--- config.mk ---
export PLATFORM = sky130hd
export DESIGN_NAME = vdpi_ram
export DESIGN_NICKNAME = d
export VERILOG_FILES = /design/src/rtl/video_display_port_interface_top_assert.svh /design/src/rtl/vdpi_ram.sv
export SDC_FILE = /design/constraint.sdc
export NUM_CORES = 1
export LEC_CHECK = 0
export ABC_AREA = 1
export BUFFER_PORTS_ARGS = -buffer_cell sky130_fd_sc_hd__buf_2
export CORE_MARGIN = 8
export CORE_UTILIZATION = 55
export CTS_CLUSTER_DIAMETER = 150
export DETAILED_ROUTE_END_ITERATION = 10
export GPL_TIMING_DRIVEN = 0
export MAX_ROUTING_LAYER = met4
export PLACE_DENSITY = 0.73
export SYNTH_ARGS = -nofsm -noshare
export SYNTH_HDL_FRONTEND = slang
export SYNTH_SLANG_ARGS = --single-unit
export TNS_END_PERCENT = 5
--- constraint.sdc ---
create_clock -name clk -period 1.6 [get_ports clk]
set_clock_uncertainty 0.15 [all_clocks]
set_input_delay 0.32 -clock clk [delete_from_list [all_inputs] [get_ports clk]]
set_output_delay 0.32 -clock clk [all_outputs]
set_load 0.005 [all_outputs]
--- src/rtl/video_display_port_interface_top_assert.svh ---
// Assertion macros for the video display port interface.
// They are used at the end of the top level and need clk and rst in scope.
`ifndef VIDEO_DISPLAY_PORT_INTERFACE_TOP_ASSERT_SVH
`define VIDEO_DISPLAY_PORT_INTERFACE_TOP_ASSERT_SVH
`ifndef SYNTHESIS
`define VDPI_ASSERT_IMPLY(lbl, ante, cons) \
  lbl: assert property (@(posedge clk) disable iff (rst) (ante) |-> (cons)) \
    else $error("vdpi: assertion failed");
`define VDPI_ASSERT_NEXT(lbl, ante, cons) \
  lbl: assert property (@(posedge clk) disable iff (rst) (ante) |=> (cons)) \
    else $error("vdpi: assertion failed");
`else
`define VDPI_ASSERT_IMPLY(lbl, ante, cons)
`define VDPI_ASSERT_NEXT(lbl, ante, cons)
`endif
`endif

--- src/rtl/vdpi_ram.sv ---
// Generic single-clock RAM: one write port, one read port with registered data.
// Stand-alone; no package needed.
module vdpi_ram #(
  parameter int WIDTH = 8,
  parameter int DEPTH = 16,
  localparam int AW = $clog2(DEPTH)
) (
  input  logic             clk,
  input  logic             we,
  input  logic [AW-1:0]    waddr,
  input  logic [WIDTH-1:0] wdata,
  input  logic             re,
  input  logic [AW-1:0]    raddr,
  output logic [WIDTH-1:0] rdata
);

  logic [WIDTH-1:0] mem [DEPTH];

  always_ff @(posedge clk) begin
    if (we) begin
      mem[waddr] <= wdata;
    end
    if (re) begin
      rdata <= mem[raddr];
    end
  end

endmodule

After elaboration in Yosys (flattened, before gate mapping) --
Memories as Yosys holds them, arrays and structs flattened. A register that Yosys moved wholly into a read port is not among the register bits. Index checks and enable logic that the tools add are counted.
Operators by class: mux-type cells 2
Operator list (number):
- $mux 1 | 2
Storage, ports and cells: register bits 0, RAM bits 128, logic and storage cells 3, memories 1
Memories:
- mem | words 16, bits a word 8, rd ports 1, clocked after Yosys merged registers in 1, write ports 1, line vdpi_ram.sv:17 | logic [WIDTH-1:0] mem [DEPTH];

Depth between registers and ports, before layout --
Gate-level depths: netlist of run 1.
depth in word-level cells 2, gate-level depth with buffers 8, mapped depth without buffers 7

Least setup slack after synthesis of run 1 --
No wires, ideal clock.
path type input to register, start point in waddr[2], end point mem mem[10][0] (enable), arrival 0.901 ns, slack 0.179 ns, cell stages on the path 2, path buffers 0, cells stage by stage nand3b_1 -> nor2_1
RTL lines:
- from (decl) | line vdpi_ram.sv:10 | input logic [AW-1:0] waddr,
- to (decl) | line vdpi_ram.sv:17
Straight into the memory's write port.

Worst setup path in the final report of run 1 --
start point in waddr[3], end point mem mem[4][4] (enable)
Straight into the memory's write port.

==> out/metrics.yaml, run 1 <==
placement:
  gp_congestion: 0.869
  portBuffers: 23
  dp_slack_ns: -0.452
  dp.cells: 710
  place_hpwl_um: 9050
floorplanning:
  io_pins: 27
  initial_core_util_pct: 56.6
  row_count: 37
  coreArea_mm2: 0.0103
  fp.dieW_um: 119
  dieArea_mm2: 0.0142
  fp.dieH_um: 119
setup_path:
  r2r-end: "rdata[4]$_DFFE_PP_"
  crit_path_top_delay_cell: "nor2_1"
  cp_slowest_stage_delay_ns: 0.81
  crit_type: "in -> reg"
  worstPathCellList: "buf_2 > nand3b_1 > nor2_1"
  cp-end-kind: "flip-flop"
  r2r_start: "mem[10][4]$_DFFE_PP_"
  required_ns: 1.60
  crit_fanout: 8
  cp.arrival_ns: 1.50
  rr_worst_depth: 6
  crit_path_start_kind: "input pin"
  path_buf_inv: 1
  path_delay_family: "simple AND/OR/NAND/NOR gates"
  rrSetupSlack_ns: 0.24
routing:
  drtAntennaViolNets: 0
  vias: 3945
  via_per_inst: 5.31
  wl_um: 13900
  first_pass_iters: 4
  wl_per_cell_um: 18.7
  drc_errors: 0
  drtIter0Drc: 389
timing:
  rsz0062_at_grt: "no"
  fin_ws_ns: 0.102
  tightest_slew_ns: 1.01
  period_needed_ns: 1.50
  fmax_ghz: 0.668
  layout_worst_path_cycle_share_pct: 93.6
  setup_violations: 0
  slew_violations: 0
  slew_headroom_pct: 32.6
  hold_violations: 0
global_route:
  grt_start_max_net_pins: 17
  grt_use_total_pct: 20.9
  grt_pass1_wl_um: 21000
  grt_pass1_vias: 3754
  grt.overflow.total: 0
  antenna_found_initial: 0
final_layout:
  layout_commonest_cell: "nand2_1"
  drive_above_1_share_pct: 12.2
  diodes: 0
  fin_cells: 743
  syn_to_final_growth_pct: 15.4
  design.final.nets: 613
  postLayoutCoreUtil_pct: 65.4
  layout_common_cells: "nand2_1, edfxtp_1, inv_1"
logic_synthesis:
  ys_seq_area_share_pct: 69.8
  ys_types: 11
  yosysTopAreaCell: "edfxtp_1"
  synth_top_area_share_pct: 69.8
  yosys_register_bits: 136
  netlist_area_mm2: 0.00585
  yosys_warnings: 0
  synth.avg_cell_area_um2: 10.6
  synthCells: 551
  synth_area_leaders: "edfxtp_1, nand2_1, nand3_1"
  syn_nets: 570
pwr:
  ir_worst_vdd_mv: 0.642
  clkPwrFrac_pct: 46.8
  finalPower_w: 0.00856
  p_switching_w: 0.00173
  swShare_pct: 20.2
  p_per_area_mw_per_mm2: 1270
  pwr-share-comb_pct: 6.1
  power_leakage_nw: 2.93
  pwr-share-seq_pct: 47.1
  power.internal_w: 0.00683
status:
  status: "completed"
clocking:
  cts_tree: "built"
  cts_hold_buf: 1
  cts_root_buf: "clkbuf_8"
  insertion_delay_ns: 0.53
  cts.reportedPaths.clkPinSlew_ns: 0.06
  htreeDepth: 4
  cts_max_path_buffers: 2
  cts_setup_buffers: 0
  cts.sinks: 136
  ctsResizeCount: 0
  cts_made_buffers: 17
min_path:
  whs_endpoint: "mem[6][2]$_DFFE_PP_"
  hold_depth: 1
  hp-class: "in -> reg"
  min_from: "wdata[2]"
run:
  cap_violations: 0
## worst reg2reg max path: cells and delay by family (launching register included)
kind                   cells  cell delay [ns]
buffers and inverters      1             0.07
DFF                        1             0.37
and+or+nand+nor            5             0.51
## synthesized netlist by cell type
master,number
buf_1,1
buf_2,13
buf_4,4
buf_6,6
edfxtp_1,136
inv_1,100
inv_2,2
nand2_1,173
nand3_1,97
nand3b_1,2
nor2_1,17
## cell type report
class                   instances  area, µm²
fillers                       794       3570
repair buffers                 24        125
inverters                     102        383
clock buffers                  21        429
multi-input cells             289       1210
clock inverters                11        178
plain buffers                  24        166
well taps                     136        170
flip-flops and latches        136       4080
## flip-flops by register name, indices dropped and copies added, names as in the netlist
register / cells
mem: 128
rdata: 8
## worst max-delay path by stage
stage	from	to	slack, ns	cells after the start
final	waddr[3]	mem[4][4]$_DFFE_PP_	0.10	3
after floorplan	waddr[2]	mem[10][0]$_DFFE_PP_	0.18	2
after global placement	waddr[3]	mem[4][3]$_DFFE_PP_	-0.42	3
after CTS	rdata[0]$_DFFE_PP_	rdata[0]	0.1	1
after detailed placement	waddr[3]	mem[4][3]$_DFFE_PP_	-0.45	3
after global routing	rdata[5]$_DFFE_PP_	rdata[5]	0.06	1
## through the flow
step                area [µm²]  hold WS [ns]  setup TNS (ns)
floorplan                 5850         0.269               0
global placement          6130         0.499          -28.07
detailed placement        6130         0.514          -34.05
CTS                       6750        0.0281               0
global route              6750        0.0344               0
finish                    6750        0.0395               0
## cell families after synthesis
group                  share of synthesized area [%]
AND/OR/NAND/NOR                                 20.8
buffers and inverters                           9.39
flip-flops                                      69.8
## power groups by stage
stage	combinational, W	sequential [W]	clock [W]
2_1_floorplan	0.000281	0.00411	0
3_3_place_gp	0.000497	0.00410	0
3_5_place_dp	0.000507	0.00411	0
4_1_cts	0.000513	0.00403	0.00402
5_1_grt	0.000565	0.00404	0.00418
6_report	0.000518	0.00403	0.00401
## layer usage
metal	track usage [%]	share of wire (%)	vias up
met2	32.5	48	190
met1	25.8	41	1863
li1	-	-	1870
met3	4.58	8.6	22
met4	9.01	1.9	0
met5	-	0	-
(Power assumes the default switching activity.)
==> inputs of run 2 (changes only) <==
- CORE_UTILIZATION: 55 -> 50
- PLACE_DENSITY: 0.73 -> 0.67
==> run 2 against run 1 <==
Die area is 8.6% higher. Count of clock-buffer cells in the layout is 4 lower. Total power is 0.78% lower. Via count is 0.84% higher. Largest cell class unchanged. Critical path depth stayed put. Non-clock buffer count is 1 lower. Fmax is 1.4% lower. Worst hold slack better by 0.054 ns. Register-to-register slack better by 0.03 ns.
==> out/metrics.yaml, run 2 (synthesized netlist as in run 1, its figures left out) <==
global_route:
  grt_use_total_pct: 20.1
  grt_pass1_vias: 3853
  antenna_found_initial: 0
  grt_pass1_wl_um: 21700
  grt.overflow.total: 0
  grt_start_max_net_pins: 17
setup_path:
  cp_slowest_stage_delay_ns: 0.65
  crit_type: "in -> reg"
  crit_path_start_kind: "input pin"
  rrSetupSlack_ns: 0.27
  crit_fanout: 8
  path_delay_family: "simple AND/OR/NAND/NOR gates"
  crit_path_top_delay_cell: "nor2_1"
  cp-end-kind: "flip-flop"
  cp.arrival_ns: 1.42
  r2r_start: "mem[0][3]$_DFFE_PP_"
  rr_worst_depth: 6
  path_buf_inv: 1
  worstPathCellList: "buf_2 > nand3b_1 > nor2_1"
  required_ns: 1.50
  r2r-end: "rdata[3]$_DFFE_PP_"
routing:
  wl_um: 14100
  drtIter0Drc: 496
  routed.top_layer: "met4"
  drtAntennaViolNets: 0
  drc_errors: 0
  dr_wl_met2_um: 6500
  wl_per_cell_um: 18.8
  first_pass_iters: 5
  via_per_inst: 5.31
  vias: 3978
  met1_length_um: 6130
  wl_met3_um: 1260
timing:
  rsz0062_at_grt: "no"
  setup_violations: 0
  fin_worst_hold_slack_ns: 0.0933
  slew_headroom_pct: 43.3
  fin_ws_ns: 0.0813
  tightest_slew_ns: 0.847
  fmax_ghz: 0.658
  period_needed_ns: 1.52
  layout_worst_path_cycle_share_pct: 94.9
  slew_violations: 0
  hold_violations: 0
floorplanning:
  dieArea_mm2: 0.0154
  fp.dieH_um: 124
  io_pins: 27
  coreArea_mm2: 0.0114
  row_count: 39
  initial_core_util_pct: 51.2
  fp.dieW_um: 124
min_path:
  hold_depth: 1
  min_from: "re"
  whs_endpoint: "rdata[6]$_DFFE_PP_"
  hp-class: "in -> reg"
final_layout:
  layout_common_cells: "nand2_1, edfxtp_1, inv_1"
  reg.largest.list: "mem x128, rdata x8"
  design_area_mm2: 0.00675
  n_fill_cell: 970
  largest-register: "mem"
  drive_above_1_share_pct: 13.5
  fin_cells: 749
  layout_commonest_cell: "nand2_1"
  syn_to_final_growth_pct: 15.4
  diodes: 0
  largest_reg_flops: 128
  postLayoutCoreUtil_pct: 59.1
  design.final.nets: 612
clocking:
  htreeDepth: 4
  cts_tree: "built"
  cts.reportedPaths.clkPinSlew_ns: 0.06
  insertion_delay_ns: 0.42
  cts.sinks: 136
  cts_root_buf: "clkbuf_16"
  cts_max_path_buffers: 2
  cts_hold_buf: 0
  cts_made_buffers: 17
placement:
  post_dp_cell_area_mm2: 0.00614
  dp.cells: 717
  dp_slack_ns: -0.464
  portBuffers: 23
  place_hpwl_um: 9210
  gp_congestion: 0.915
pwr:
  power_leakage_nw: 2.91
  p_per_area_mw_per_mm2: 1260
  ir_worst_vdd_mv: 0.705
run:
  cap_violations: 0
status:
  status: "completed"
==> run 2: cell count changes in the layout (fill, tap and decap cells not counted), moves of 2 or more <==
cell	delta
bufinv_16	-2
clkbuf_1	-4
clkinv_1	-2
clkinv_4	+3
clkinvlp_4	+5
nor2_1	-2
nor2_2	+2
==> run 2: worst max path at each step <==
stage | start | end | slack [ns] | cells past startpoint
global route | waddr[2] | mem[11][4]$_DFFE_PP_ | 0.007 | 3
finish | waddr[3] | mem[4][1]$_DFFE_PP_ | 0.08 | 3
floorplan | waddr[2] | mem[10][0]$_DFFE_PP_ | 0.18 | 2
global placement | waddr[3] | mem[7][2]$_DFFE_PP_ | -0.38 | 3
detailed placement | waddr[3] | mem[7][2]$_DFFE_PP_ | -0.46 | 3
CTS | waddr[3] | mem[6][0]$_DFFE_PP_ | 0.05 | 3
==> run 2: metal layers <==
layer	vias to the layer above	global-route usage [%]
met4	0	6.17
met3	24	4.67
li1	1869	-
met2	194	29.9
met5	-	-
met1	1891	26.9
==> run 2: metrics by stage <==
stage | total power (W) | TNS, ns
global placement | 0.00460 | -29.04
detailed placement | 0.00462 | -33.36
finish | 0.00849 | 0
global route | 0.00870 | 0
CTS | 0.00850 | 0
floorplan | 0.00439 | 0
==> run 2: area by class of cell <==
cell class / count / area, µm² / area share [%]
Buffer: 24 / 166 / 2.47
Clock buffer: 17 / 425 / 6.30
Clock inverter: 15 / 178 / 2.63
Inverter: 102 / 383 / 5.67
Multi-Input combinational cell: 289 / 1220 / 18.1
Sequential cell: 136 / 4080 / 60.5
Tap cell: 143 / 179 / 2.65
Timing Repair Buffer: 23 / 115 / 1.71
==> run 2: worst register-to-register path, cell delays in order (launching register included) <==
cell and delay (ns):
edfxtp_1 0.37, inv_1 0.06, nand2_1 0.05, nand3_1 0.09, nand3_1 0.14, nand3_1 0.13, nand2_1 0.09
==> run 2: what timing repair did <==
item                       in CTS  in global routing
pin swaps                       0                  0
resized for setup               1                  1
setup buffers                   0                  0
setup endpoints to repair       8                  8
==> run 2: power by group <==
group | total (W) | internal [W] | leakage [nW] | switching [W]
Sequential | 0.00403 | 0.00401 | 1.24 | 0.0000190
Combinational | 0.000522 | 0.000150 | 1.39 | 0.000373
Clock | 0.00394 | 0.00245 | 0.281 | 0.00149
