==> src/rtl/video_display_port_interface_top_assert.svh <==
// Assertion macros for the video display port interface.
// They are used at the end of the top level and need clk and rst in scope.
`ifndef VIDEO_DISPLAY_PORT_INTERFACE_TOP_ASSERT_SVH
`define VIDEO_DISPLAY_PORT_INTERFACE_TOP_ASSERT_SVH
`ifndef SYNTHESIS
`define VDPI_ASSERT_IMPLY(lbl, ante, cons) \
  lbl: assert property (@(posedge clk) disable iff (rst) (ante) |-> (cons)) \
    else $error("vdpi: assertion failed");
`define VDPI_ASSERT_NEXT(lbl, ante, cons) \
  lbl: assert property (@(posedge clk) disable iff (rst) (ante) |=> (cons)) \
    else $error("vdpi: assertion failed");
`else
`define VDPI_ASSERT_IMPLY(lbl, ante, cons)
`define VDPI_ASSERT_NEXT(lbl, ante, cons)
`endif
`endif

==> src/rtl/vdpi_pkg.sv <==
// Package for the video display port interface: codes, sizes, mask tables.
// Used by vdpi_cfg and the top level; depends on nothing.
package vdpi_pkg;

  localparam int VRAM_DEPTH = 131072;
  localparam int VRAM_AW    = $clog2(VRAM_DEPTH);
  localparam logic [16:0] VRAM_DEPTH_MASK = 17'(VRAM_DEPTH - 1);

  typedef enum logic [1:0] {
    REQ_READ  = 2'd0,
    REQ_WRITE = 2'd1,
    REQ_TICK  = 2'd2
  } req_e;

  typedef enum logic [1:0] {
    PORT_DATA     = 2'd0,
    PORT_CTRL     = 2'd1,
    PORT_PALETTE  = 2'd2,
    PORT_INDIRECT = 2'd3
  } port_e;

  typedef enum logic [1:0] {
    EV_NONE    = 2'd0,
    EV_CTRL    = 2'd1,
    EV_PALETTE = 2'd2,
    EV_VRAM    = 2'd3
  } event_e;

  localparam logic [1:0] VER_GEN2_PLUS = 2'd3;
  localparam logic [1:0] SIZE_16K      = 2'd0;
  localparam logic [1:0] SIZE_64K      = 2'd1;

  localparam logic [5:0] REG_MODE0   = 6'd0;
  localparam logic [5:0] REG_MODE1   = 6'd1;
  localparam logic [5:0] REG_PAGE    = 6'd14;
  localparam logic [5:0] REG_STAT    = 6'd15;
  localparam logic [5:0] REG_PAL_IDX = 6'd16;
  localparam logic [5:0] REG_IND     = 6'd17;

  localparam logic CFG_VERSION   = 1'b0;
  localparam logic CFG_VRAM_SIZE = 1'b1;

  typedef struct packed {
    logic [1:0] version;
    logic [1:0] vram_size;
    logic       version_wr;
    logic [1:0] version_new;
  } cfg_t;

  function automatic logic is_gen1(input logic [1:0] ver);
    return ~ver[1];
  endfunction

  function automatic logic [7:0] value_mask(input logic [1:0] ver, input logic [5:0] r);
    logic [7:0] m;
    m = 8'h00;
    if (is_gen1(ver)) begin
      case (r)
        6'd0: m = 8'h03;  6'd1: m = 8'hFB;  6'd2: m = 8'h0F;  6'd3: m = 8'hFF;
        6'd4: m = 8'h07;  6'd5: m = 8'h7F;  6'd6: m = 8'h07;  6'd7: m = 8'hFF;
        default: m = 8'h00;
      endcase
    end else begin
      case (r)
        6'd0:  m = 8'h7E; 6'd1:  m = 8'h7B; 6'd2:  m = 8'h7F; 6'd3:  m = 8'hFF;
        6'd4:  m = 8'h3F; 6'd5:  m = 8'hFF; 6'd6:  m = 8'h3F; 6'd7:  m = 8'hFF;
        6'd8:  m = 8'hFB; 6'd9:  m = 8'hBF; 6'd10: m = 8'h07; 6'd11: m = 8'h03;
        6'd12: m = 8'hFF; 6'd13: m = 8'hFF; 6'd14: m = 8'h07; 6'd15: m = 8'h0F;
        6'd16: m = 8'h0F; 6'd17: m = 8'hBF; 6'd18: m = 8'hFF; 6'd19: m = 8'hFF;
        6'd20: m = 8'h3F; 6'd21: m = 8'h3F; 6'd22: m = 8'h3F; 6'd23: m = 8'hFF;
        6'd25: m = (ver == VER_GEN2_PLUS) ? 8'h7F : 8'h00;
        6'd26: m = (ver == VER_GEN2_PLUS) ? 8'h3F : 8'h00;
        6'd27: m = (ver == VER_GEN2_PLUS) ? 8'h07 : 8'h00;
        6'd32: m = 8'hFF; 6'd33: m = 8'h01; 6'd34: m = 8'hFF; 6'd35: m = 8'h03;
        6'd36: m = 8'hFF; 6'd37: m = 8'h01; 6'd38: m = 8'hFF; 6'd39: m = 8'h03;
        6'd40: m = 8'hFF; 6'd41: m = 8'h01; 6'd42: m = 8'hFF; 6'd43: m = 8'h03;
        6'd44: m = 8'hFF; 6'd45: m = 8'h7F; 6'd46: m = 8'hFF;
        default: m = 8'h00;
      endcase
    end
    return m;
  endfunction

  function automatic logic [7:0] status_init(input logic [3:0] i);
    logic [7:0] v;
    case (i)
      4'd2:    v = 8'h6C;
      4'd4:    v = 8'hFE;
      4'd6:    v = 8'hFC;
      4'd9:    v = 8'hFE;
      4'd10, 4'd11, 4'd12, 4'd13, 4'd14, 4'd15: v = 8'hFF;
      default: v = 8'h00;
    endcase
    return v;
  endfunction

endpackage

==> src/rtl/vdpi_cfg.sv <==
// Configuration register file of the video display port interface (APB port).
// Depends on vdpi_pkg for the register indexes and the cfg_t struct.
module vdpi_cfg import vdpi_pkg::*; (
  input  logic        clk,
  input  logic        rst,
  input  logic        psel,
  input  logic        penable,
  input  logic        pwrite,
  input  logic [2:0]  paddr,
  input  logic [31:0] pwdata,
  output logic [31:0] prdata,
  output logic        pready,
  output cfg_t        cfg
);

  logic [1:0] version;
  logic [1:0] vram_size;
  logic       wr;

  assign pready = 1'b1;
  assign wr     = psel & penable & pwrite;

  always_ff @(posedge clk) begin
    if (rst) begin
      version   <= 2'd2;
      vram_size <= 2'd2;
    end else if (wr) begin
      if (paddr[2] == CFG_VERSION) begin
        version <= pwdata[1:0];
      end else begin
        vram_size <= pwdata[1:0];
      end
    end
  end

  always_comb begin
    prdata = 32'd0;
    if (paddr[2] == CFG_VRAM_SIZE) begin
      prdata[1:0] = vram_size;
    end else begin
      prdata[1:0] = version;
    end
  end

  // The status block needs the new version at the same edge as the write.
  assign cfg.version     = version;
  assign cfg.vram_size   = vram_size;
  assign cfg.version_wr  = wr & (paddr[2] == CFG_VERSION);
  assign cfg.version_new = pwdata[1:0];

endmodule

==> config.mk <==
export PLATFORM = sky130hd
export DESIGN_NAME = vdpi_cfg
export DESIGN_NICKNAME = d
export VERILOG_FILES = /design/src/rtl/video_display_port_interface_top_assert.svh /design/src/rtl/vdpi_pkg.sv /design/src/rtl/vdpi_cfg.sv
export SDC_FILE = /design/constraint.sdc
export NUM_CORES = 1
export LEC_CHECK = 0
export BUFFER_PORTS_ARGS = -buffer_cell sky130_fd_sc_hd__buf_2
export CORE_MARGIN = 1
export CORE_UTILIZATION = 26
export DETAILED_ROUTE_END_ITERATION = 8
export GPL_TIMING_DRIVEN = 0
export PLACE_DENSITY = 0.89
export RECOVER_POWER = 100
export SLEW_MARGIN = 20
export SYNTH_ARGS = -nofsm -noshare
export SYNTH_HDL_FRONTEND = slang
export SYNTH_SLANG_ARGS = --single-unit
==> constraint.sdc <==
create_clock -name clk -period 1.1 [get_ports clk]
set_clock_uncertainty 0.2 [all_clocks]
set_input_delay 0.165 -clock clk [delete_from_list [all_inputs] [get_ports clk]]
set_output_delay 0.165 -clock clk [all_outputs]
set_load 0.01 [all_outputs]
Word-level counts from Yosys, hierarchy flattened
Index checks and enable logic that the tools add are counted.
Word-level totals
  input port bits: 40
  ROM bits: 0
  RAM bits: 0
  register bits after elaboration: 4
  bits in latches: 0
  memories kept: 0
  word-level logic and storage cells: 9
  output and inout port bits: 40
Operators by class
  add/sub/neg operators: 0
  equal/unequal tests: 0
  shift operators: 0
  div/mod/pow operators: 0
  $mul: 0
  reduce and logical (&&, ||, !) cells: 2
  mux-type cells: 1
  $lt $le $gt $ge: 0
  bitwise logic cells: 4
Operators with widths (number)
  AND reduction 2 bit: 2
  AND 1 bit: 3
  2-to-1 mux 2 bit: 1
  NOT 1 bit: 1

Longest topological paths before layout
Gate-level depths: netlist of run 1.
  depth in word-level cells: 3
  depth in mapped cells: 2
  mapped depth without buffers: 2

Worst setup path before layout of run 1
OpenSTA, ideal clock, no wires.
  path type: reg-to-output
  start point: reg vram_size[0]
  end point: out prdata[0]
  stages on the path, launching flop included: 2
  buffers on the path: 0
  setup slack: 0.117 ns
  data required time: 0.735 ns
  data arrival time: 0.618 ns
  cells stage by stage: dfxtp_1 mux2_2
On the way
  cells in the longest elaborated chain, start to end: 1
RTL lines
  from (decl): RTL line vdpi_cfg.sv:17  | logic [1:0] vram_size;
  from (signal assigned): RTL line vdpi_cfg.sv:31  | vram_size <= pwdata[1:0];
  2-to-1 mux 2 bit: RTL line vdpi_cfg.sv:38  | if (paddr[2] == CFG_VRAM_SIZE) begin
  to (decl): RTL line vdpi_cfg.sv:11  | output logic [31:0] prdata,
No other way between the ends.

Worst setup path in the final report of run 1
  start point: reg version[0]
  end point: out prdata[0]
On the way
  cells in the longest elaborated chain, start to end: 1
RTL lines
  from (decl): RTL line vdpi_cfg.sv:16  | logic [1:0] version;
  from (signal assigned): RTL line vdpi_cfg.sv:29  | version <= pwdata[1:0];
  2-to-1 mux 2 bit: RTL line vdpi_cfg.sv:38
No other way between the ends.

==> run summary, run 1 <==
The class of the most critical setup path is reg2out. In this run the worst path has a maximum fanout of 2. The final count of pins violating max slew came out at 0. At the placement stage, the worst setup path has a slack of -39.6 ps.

After filler insertion, the fill cell instance count of the layout stands at 156. The launch point of the worst reg-to-reg path was version[1]. The pre-antenna-repair detailed-routing pass consisted of 2 iterations. The first global-routing pass estimated 1.34 mm of wire.

The congestion estimate from routability-driven global placement came to 0.645. At the later pin of the worst-skew pair, clock insertion delay measures 240 ps. The flow ran to the end, but the final reports show violations. STA classifies the critical path endpoint as an output port. The Yosys step of the flow raised 0 warnings. In the synthesized netlist, the number of instances is 54. Cell internal power was estimated by the tool at 386 uW. The number of global-route vias before repair was 332; the detail-routed net length per standard cell was 6.85 um. The worst-case IR drop observed on VDD is 390 uV. The clock drives 4 sinks. The share of total power consumed by net switching came out at 0.305.

The checks that failed: setup timing. In this run the count of I/O pins placed on the die edge is 80. The total global routing track utilization was 0.103; the number of synthesized register bits was 4. The total length of routed wires was 897 um; the quantity of I/O buffers inserted on ports was 16. The area of the mapped netlist is 467 sq um. The initial standard-cell utilization of the core was 0.293; the detailed-route DRC error count was 0. The maximum frequency from static timing analysis is 763 MHz.

The tree is rooted in a clkbuf_4. At the end of the flow, the number of nets in the layout was 149. In this run the power density over the cells is 702 nW/um^2.

The tools report the initial antenna violation count as 0. TritonCTS built the clock tree. The number of vias per cell after detailed routing works out to 3.05.

The synthesized area divided by synthesized cell count came out at 8.64 sq um. The critical path arrival is 940 ps. Entering global routing, the biggest net connects 7 pins.

Setup violations remaining at the end of the flow were counted as 4. The area fraction of the dominant cell type after synthesis was 0.531. The clock slew seen by the registers of the worst setup and hold paths is 50 ps. The netlist uses 10 different library cells.

The proportion of power drawn by combinational gates is 0.371, and the max-cap violation count is 0. Row generation in the floorplan step produced 14 rows. The buffer depth of the longest clock path came out at 2. The ratio of final minimum period to clock period was 1.19; the register share of total power was 0.273. Setup repair after global routing could not meet its margin everywhere. In the final layout, the multi-input gates occupy 251 sq um.

Compared with the post-synthesis result, the final layout area differs by 69.4%. The fraction of layout instances using a drive strength above 1 works out to 0.607. Clock tree synthesis inserted a total of 3 buffers. The tools report the core area as 1590 sq um.

The floorplan step defined a die boundary enclosing 1970 sq um. The logs give 1 for the deepest level of the CTS H-tree and 0.000500 uW for the leakage power. The worst setup path is launched from a flip-flop. The cell taking the most area after synthesis is buf_4. After the first detailed-routing iteration, the DRC count stood at 3. After global routing the overflow that remains totals 0.

The worst hold slack was 6.87 ps; the chip height was 44.4 um. In this run the most critical hold path is launched from pwdata[1]. The tools report the endpoint required time on the critical path as 730 ps.

The count of nets left with antenna violations once routing finished came out at 0. The smallest clock period supported by the final layout is computed as 1310 ps. The routed layout has 400 vias.

Yosys attributes the largest share of cell area to buf_4 53%, dfxtp_1 17%, mux2i_1 8.6%. Summed over all nets, the half-perimeter wirelength after detailed placement is 709 um. The die is 44.4 um wide. The sequential cell area fraction in the yosys report was 0.172; the clock share of power was 0.357. The start point of the critical path was version[0].

The switching power of the nets is 169 uW. The run gives 0 as the final hold violation count. Class of the worst hold path: in2reg.

The antenna cell count was 0; the post-layout worst setup margin was -210 ps. For the area occupied by registers, the log shows 85.1 sq um.
final timing paths:
kind	endpoint	slack (ps)	depth (start not counted)
worst max register to register	version[1]	70	4
worst min register to register	vram_size[0]	290	2
worst max-delay path	prdata[0]	-210	2
worst min-delay path	version[1]	7	3
critical path, cell delays in order, from the launching register on:
cell	delay (ps)
dfxtp_2	310
mux2_4	270
buf_6	120
layout by cell type (no fill, tap or decap), drive strengths merged:
cell type   n
and4        1
buf        54
clkbuf      3
conb       31
dfxtp       4
inv         1
mux2        2
mux2i       4
nand2b      3
nand4b      1
nor2        3
what timing repair did:
item,CTS,global route
endpoints found under the setup margin,3,7
gates resized for setup,10,2
hold buffers,0,0
buffers inserted,2,3
cloned,0,0
per-stage QoR:
stage | utilization | cells | instance area (sq um) | setup TNS [ps] | power, uW
2_1_floorplan | - | 83 | 576 | 0 | 308
3_3_place_gp | 0.430 | 123 | 686 | -50.5 | 339
3_5_place_dp | 0.430 | 123 | 686 | -68.6 | 342
4_1_cts | 0.477 | 128 | 761 | -553 | 554
5_1_grt | 0.496 | 131 | 791 | -871 | 603
6_report | 0.496 | 131 | 791 | -730 | 555
Yosys cell counts:
cell / number
mux2i_1: 4
dfxtp_1: 4
nand2b_1: 3
buf_4: 33
mux2_2: 2
nor2_1: 3
nand4b_4: 1
and4_4: 1
inv_1: 1
conb_1: 2
per-layer routing:
layer	up-vias	share of wire	GRT usage	routed length, um
met4	0	0	0.0182	0
met2	33	0.46	0.171	411
met1	154	0.39	0.0963	350
met5	-	0	0	0
met3	0	0.15	0.0898	135
li1	213	-	-	-
sequential cells by signal, summed over array words and instances (netlist names):
signal     count
version        2
vram_size      2
cell families after synthesis:
group	synth area share
buffers and inverters	0.539
and+or+nand+nor	0.139
DFF	0.172
muxes	0.134
other	0.0161
power by group through the flow:
stage | clock network (uW) | registers (uW) | logic (uW)
2_1_floorplan | 0 | 155 | 153
3_5_place_dp | 0 | 154 | 188
4_1_cts | 206 | 151 | 197
6_report | 198 | 151 | 206
5_1_grt | 227 | 152 | 224
3_3_place_gp | 0 | 153 | 186
area by class of cell:
| class | instances | share of cell area |
|---|---|---|
| Buffer | 33 | 0.313 |
| Clock buffer | 3 | 0.0285 |
| Inverter | 1 | 0.00475 |
| Multi-Input combinational cell | 45 | 0.318 |
| Sequential cell | 4 | 0.108 |
| Tap cell | 24 | 0.0380 |
| Timing Repair Buffer | 21 | 0.190 |
Note: power is estimated with default switching activity, not from simulation.
==> run 2: changes to the inputs <==
Settings changed: CORE_UTILIZATION 26 to 28, PLACE_DENSITY 0.89 to 0.95.
Clock period 1.1 ns to 1.7 ns, I/O delays scaled along.
==> run 2 against run 1 <==
The flow now finishes without violations. Clock power shrank 41%. Worst setup slack better by 520 ps. Via count decreased by 6.0%. Register-to-register slack improved by 810 ps. Utilization shrank 5.7 points. Clock-buffer cell count did not move. Final area fell by 15%.
==> run summary, run 2 (synthesis gave the netlist of run 1 again) <==
Setup repair after global routing left no endpoint under its margin. The logs give 6 (+3) for the number of DRC markers in iteration 0 and 0 (unchanged) for the final hold violation count. TritonCTS built the clock tree. The number of vias after detailed routing is 376 (-6.0%), and the max-cap violation count is 0 (unchanged). The fraction of the core area covered by cells at the end of the flow was 0.439 (-0.0568). The half-perimeter wire length of the detailed placement result is 709 um (about the same), and the post-layout net count is 144 (-3.4%).

The critical path arrival came out at 930 ps (about the same). The library cell used most frequently in the layout, excluding fill and tap cells, is buf_4. The number of vias per cell after detailed routing came out at 3.19 (+4.4%).

For the initial standard-cell utilization of the core, the log shows 0.306 (+0.0135). The antenna cell count was 0 (unchanged); the initial antenna violation count was 0 (unchanged). The total power is 332 uW (-40%), and the number of setup buffers added after CTS is 0 (-2). Relative to the synthesized area, the layout overhead comes to 43.4%.

The cell sitting at the root of the clock tree is a clkbuf_4. The number of I/O pins came out at 80 (unchanged). The tools report the CTS buffer count as 3 (unchanged). In this run the worst setup path begins at paddr[2].

Last weighted congestion value of the routability-driven placer: 0.699 (+8.3%). Residual overflow from global routing: 0 (unchanged). The clock slew seen by the registers of the worst setup and hold paths came out at 40 ps (about the same). The detail-routed net length per standard cell is 6.76 um (-1.2%), and the clock period minus final worst setup slack is 1390 ps.

The logs give 0 (-4) for the number of setup violations in the final report and 14 (unchanged) for the cell row count. In the layout the commonest cells are 33 x buf_4, 31 x conb_1, 9 x clkbuf_1. The footprint of the multi-input gates was 226 sq um (-10%); the top fanout value on the critical path was 4 (+2).

The tools report the sort of element at the end of the critical path as an output port. Number of fill cells: 167 (+7.1%). The endpoint required time on the critical path is 1240 ps (+510 ps). First-pass GRT wire length: 1.25 mm (-6.7%). The worst setup path is of the in2out kind. The width of the chip is 42.8 um (-3.5%), and the total global routing track utilization is 0.0969 (-0.00558). The worst setup path is launched from an input port. The total length of routed wires is 798 um (-11%). In this run the worst hold path is classified as in2reg. The count of clock tree sinks was 4 (unchanged).

The startpoint identified for the worst register-to-register timing path is vram_size[1]. The ratio of final minimum period to clock period came out at 0.816. The final count of pins violating max slew came out at 0 (unchanged).

For the core area, the log shows 1520 sq um (-4.4%). The buffer depth of the longest clock path was 2 (unchanged). The tools report the die footprint as 1830 sq um (-6.8%). The power density normalized to cell area was 496 nW/um^2 (-29%).

For the number of detailed-routing iterations run before antenna repair, the log shows 3 (+1). Fraction of layout instances using a drive strength above 1: 0.441 (-0.166). The chip height works out to 42.8 um (-3.5%). The tools report the startpoint of the lowest-slack hold path as pwdata[1]. Post-cts resize count: 0 (-10).

The accumulated negative setup slack was 0 ps (+730 ps); the final antenna-violating net count was 0 (unchanged). Detailed-route DRC error count: 0 (unchanged). The hold buffer count at cts came out at 0 (unchanged).

For the number of global-route vias before repair, the log shows 303 (-8.7%). The latest clock arrival within the worst-skew pair came out at 230 ps (about the same). The deepest level of the CTS H-tree is 1 (unchanged), and the maximum ir drop on the vdd rail is 283 uV (-27%).

The largest registers in the layout are version (2), vram_size (2). The flow ran to the end, and the final reports show no timing, DRC or antenna violations. The maximum number of pins on one net before global-route repair is 7 (unchanged), and the area occupied by registers is 80.1 sq um (-5.9%). Leakage power: 0.000418 uW (-16%).

The quantity of I/O buffers inserted on ports was 16 (unchanged); the maximum frequency from static timing analysis was 721 MHz.
-- run 2: cell types whose count changed in the layout (fill, tap and decap cells not counted) --
cell and change:
dfxtp_2 -4, buf_6 -6, mux2_2 +2, clkbuf_1 +9
and4_1 +1, nand4b_1 +1, nand4b_4 -1, dfxtp_1 +4
mux2_4 -2, buf_4 -3, buf_2 -5, and4_4 -1
-- run 2: report_power, final --
part | switching [uW] | internal [uW]
Sequential | 1.51 | 96.5
Clock | 36.9 | 78.8
Combinational | 55.9 | 62.6
Total | 94.3 | 238
-- run 2: critical path, stage by stage --
cell	delay (ps)
clkbuf_1	130
nand4b_1	300
inv_1	120
buf_2	130
-- run 2: through the flow --
step | area [sq um] | hold slack, ps | std cells | setup slack, ps
2_1_floorplan | 576 | 211 | 83 | 627
3_3_place_gp | 676 | 267 | 115 | 397
3_5_place_dp | 676 | 283 | 115 | 397
4_1_cts | 698 | 115 | 118 | 301
5_1_grt | 669 | 144 | 118 | 255
6_report | 669 | 120 | 118 | 313
-- run 2: area by class of cell --
| class | instances | share of cell area |
|---|---|---|
| sequential | 4 | 0.120 |
| buffer | 33 | 0.370 |
| clock buffer | 3 | 0.0336 |
| multi-input combinational | 45 | 0.338 |
| timing repair buffer | 16 | 0.103 |
| inverter | 1 | 0.00561 |
| tap | 16 | 0.0299 |
-- run 2: path summary, 6_finish.rpt --
check | to | slack (ps) | cells after the start
worst max-delay path | cfg[2] | 310 | 4
worst min register to register | version[0] | 290 | 2
worst max register to register | vram_size[1] | 880 | 2
worst min-delay path | version[1] | 120 | 3
-- run 2: per-layer routing --
layer	GRT usage	wire (um)	vias up
met4	0.0188	0	0
met2	0.155	339	34
met3	0.0809	136	0
met1	0.0974	322	141
met5	0	0	-
li1	-	-	201
==> run 3: changes to the inputs <==
Settings changed: CORE_UTILIZATION 28 to 24, PLACE_DENSITY 0.95 to 0.87.
Clock period 1.7 ns to 1.2 ns, I/O delays scaled along.
==> run 3 against run 2 <==
The flow now finishes with violations (setup timing). Die area grew 16%. Routed wire length increased by 9.3%. First-iteration DRC count fell by 17%. Critical path type is now reg2out. Via count rose by 2.9%. Non-clock buffer count is 2 higher. Critical path depth decreased by 2. Clock power up 43%. Clock-buffer cell count stayed put.
==> run summary, run 3 (synthesis gave the netlist of run 1 again) <==
Based on the critical path, the design can be clocked at up to 758 MHz. The max-cap violation count is 0 (unchanged). The clock slew seen by the registers of the worst setup and hold paths was 40 ps (about the same).

Tracing the worst setup path back leads to its startpoint at vram_size[0]. The startpoint identified for the worst register-to-register timing path is vram_size[1]. Buffer depth of the longest clock path: 2 (unchanged). For the endpoint required time on the critical path, the log shows 820 ps (-420 ps). The tools report the initial standard-cell utilization of the core as 0.262 (-0.0445). The post-route cell area came out at 748 sq um (+12%). Total length of routed wires: 872 um (+9.3%).

The critical path is of the reg2out type. The worst stage delay on the critical path is 320 ps (+20 ps). The tools report the sort of element at the end of the critical path as an output port.

In this run the most critical hold path is launched from pwdata[1]. The number of vias per cell after detailed routing works out to 3.00 (-5.9%). The tools report the placement-stage cell area as 687 sq um (+1.7%).

The path class of the tightest hold or removal check is in2reg. The number of I/O pins is 80 (unchanged), and the latest clock arrival within the worst-skew pair is 230 ps (about the same). Maximum ir drop on the vdd rail: 321 uV (+13%). The residual overflow from global routing was 0 (unchanged); the clock period minus final worst setup slack was 1320 ps. The width of the chip works out to 46.1 um (+7.6%). The run gives 0 (unchanged) as the final count of pins violating max slew. Setup repair after global routing could not meet its margin everywhere. The run gives 4 (+1) as the number of detailed-routing iterations run before antenna repair.

TritonCTS built the clock tree. The antenna cell count was 0 (unchanged); the post-place setup slack was 44.3 ps (-352 ps). The initial antenna violation count came out at 0 (unchanged). The final reports fail on setup timing.

The power density normalized to cell area was 652 nW/um^2 (+31%). The most frequent standard cell in the layout excluding fill and tap cells is buf_4. The die footprint is 2120 sq um (+16%), and the fraction of the core area covered by cells at the end of the flow is 0.420 (-0.0196). The largest registers in the layout are version (2), vram_size (2). Critical path arrival: 940 ps (about the same). The layout overhead on the synthesized area was 60.3%. For this design, the slowest cell found on the critical path is dfxtp_2. The final antenna-violating net count is 0 (unchanged). The accumulated negative setup slack came out at -233 ps (-233 ps). The logs give 3 (+3) for the number of setup violations in the final report and 1.16 mm (-7.1%) for the first-pass GRT wire length.

Quantity of I/O buffers inserted on ports: 16 (unchanged). The final hold violation count came out at 0 (unchanged). The tools report the number of global-route vias before repair as 275 (-9.2%).

The detail-routed net length per standard cell works out to 6.76 um (about the same). Leaving out fill and tap cells, the most frequent cells in the layout are 34 x buf_4, 31 x conb_1, 9 x buf_2. The run gives 0.0775 (-0.0200) as the met1 track utilization from global routing.

For the number of DRC markers in iteration 0, the log shows 5 (-1). The fraction of layout instances using a drive strength above 1 came out at 0.538 (+0.0973). The post-layout worst setup margin is -119 ps (-432 ps), and the hold buffer count at cts is 0 (unchanged).

The count of clock tree sinks was 4 (unchanged). The top fanout value on the critical path was 3 (-1); the total global routing track utilization was 0.0854 (-0.0115). The run gives 146 (+1.4%) as the post-layout net count. The cell row count was 15 (+1). The flow ran to the end, but the final reports show violations. Largest delay contributor family on the critical path: flip-flops. The tools report the core area as 1780 sq um (+17%). Busiest layer in global routing: met2.

The tools report the maximum number of pins on one net before global-route repair as 7 (unchanged). The chip height came out at 46.1 um (+7.6%). Walking the worst path, the cells encountered are mux2_2 > buf_6. Deepest level of the CTS H-tree: 1 (unchanged).

The type of element launching the critical path was a flip-flop. The run gives 3 (unchanged) as the CTS buffer count. The number of vias after detailed routing is 387 (+2.9%).

For the detailed-route DRC error count, the log shows 0 (unchanged). The run gives 0.146 (-0.00807) as the global routing usage on met2. Leakage power: 0.000471 uW (+13%).

The tools report the number of instances in the placed design as 124 (+7.8%). The buffers plus inverters on the worst setup path is 1 (-2). CTS placed an instance of clkbuf_4 at the clock tree root. The ratio of final minimum period to clock period was 1.10; the met3 track utilization from global routing was 0.0588 (-0.0220).

The last weighted congestion value of the routability-driven placer is 0.610 (-13%). The final instance count without filler cells was 129 (+9.3%).
## run 3: worst paths after layout
kind / end / depth (start not counted) / slack [ps]
setup / recovery: prdata[0] / 2 / -120
hold / removal: version[1] / 3 / 40
setup reg to reg: vram_size[1] / 3 / 250
hold reg to reg: version[0] / 2 / 280
## run 3: per-stage QoR
step / power (uW) / hold slack (ps)
after global placement: 311 / 267
final: 488 / 37.9
after global routing: 531 / 45.4
after detailed placement: 314 / 285
after CTS: 494 / 32.0
after floorplan: 283 / 136
## run 3: report_power, final
group	switching (uW)	total [uW]	internal [uW]
Clock	54.2	166	112
Sequential	1.86	139	137
Combinational	85.3	183	98.0
Total	141	488	347
## run 3: area by class of cell
type | count | area, sq um
fillers | 191 | 1030
multi-input cells | 45 | 248
plain buffers | 33 | 248
repair buffers | 18 | 113
flip-flops and latches | 4 | 82.6
well taps | 25 | 31.3
clock buffers | 3 | 22.5
inverters | 1 | 3.75
## run 3: repair_timing
action	4_1_cts	5_1_grt
buffers inserted	2	0
resized for setup	6	3
endpoints found under the setup margin	2	4
## run 3: per-layer routing
layer / up-vias / routed length, um / part of all wire
met1: 144 / 375 / 0.43
met4: 0 / 0 / 0
li1: 206 / - / -
met2: 37 / 373 / 0.43
met5: - / 0 / 0
met3: 0 / 123 / 0.14
## run 3: worst min-delay path: stages
cell	delay, ps
buf_2	90
nor2_1	50
mux2i_1	110
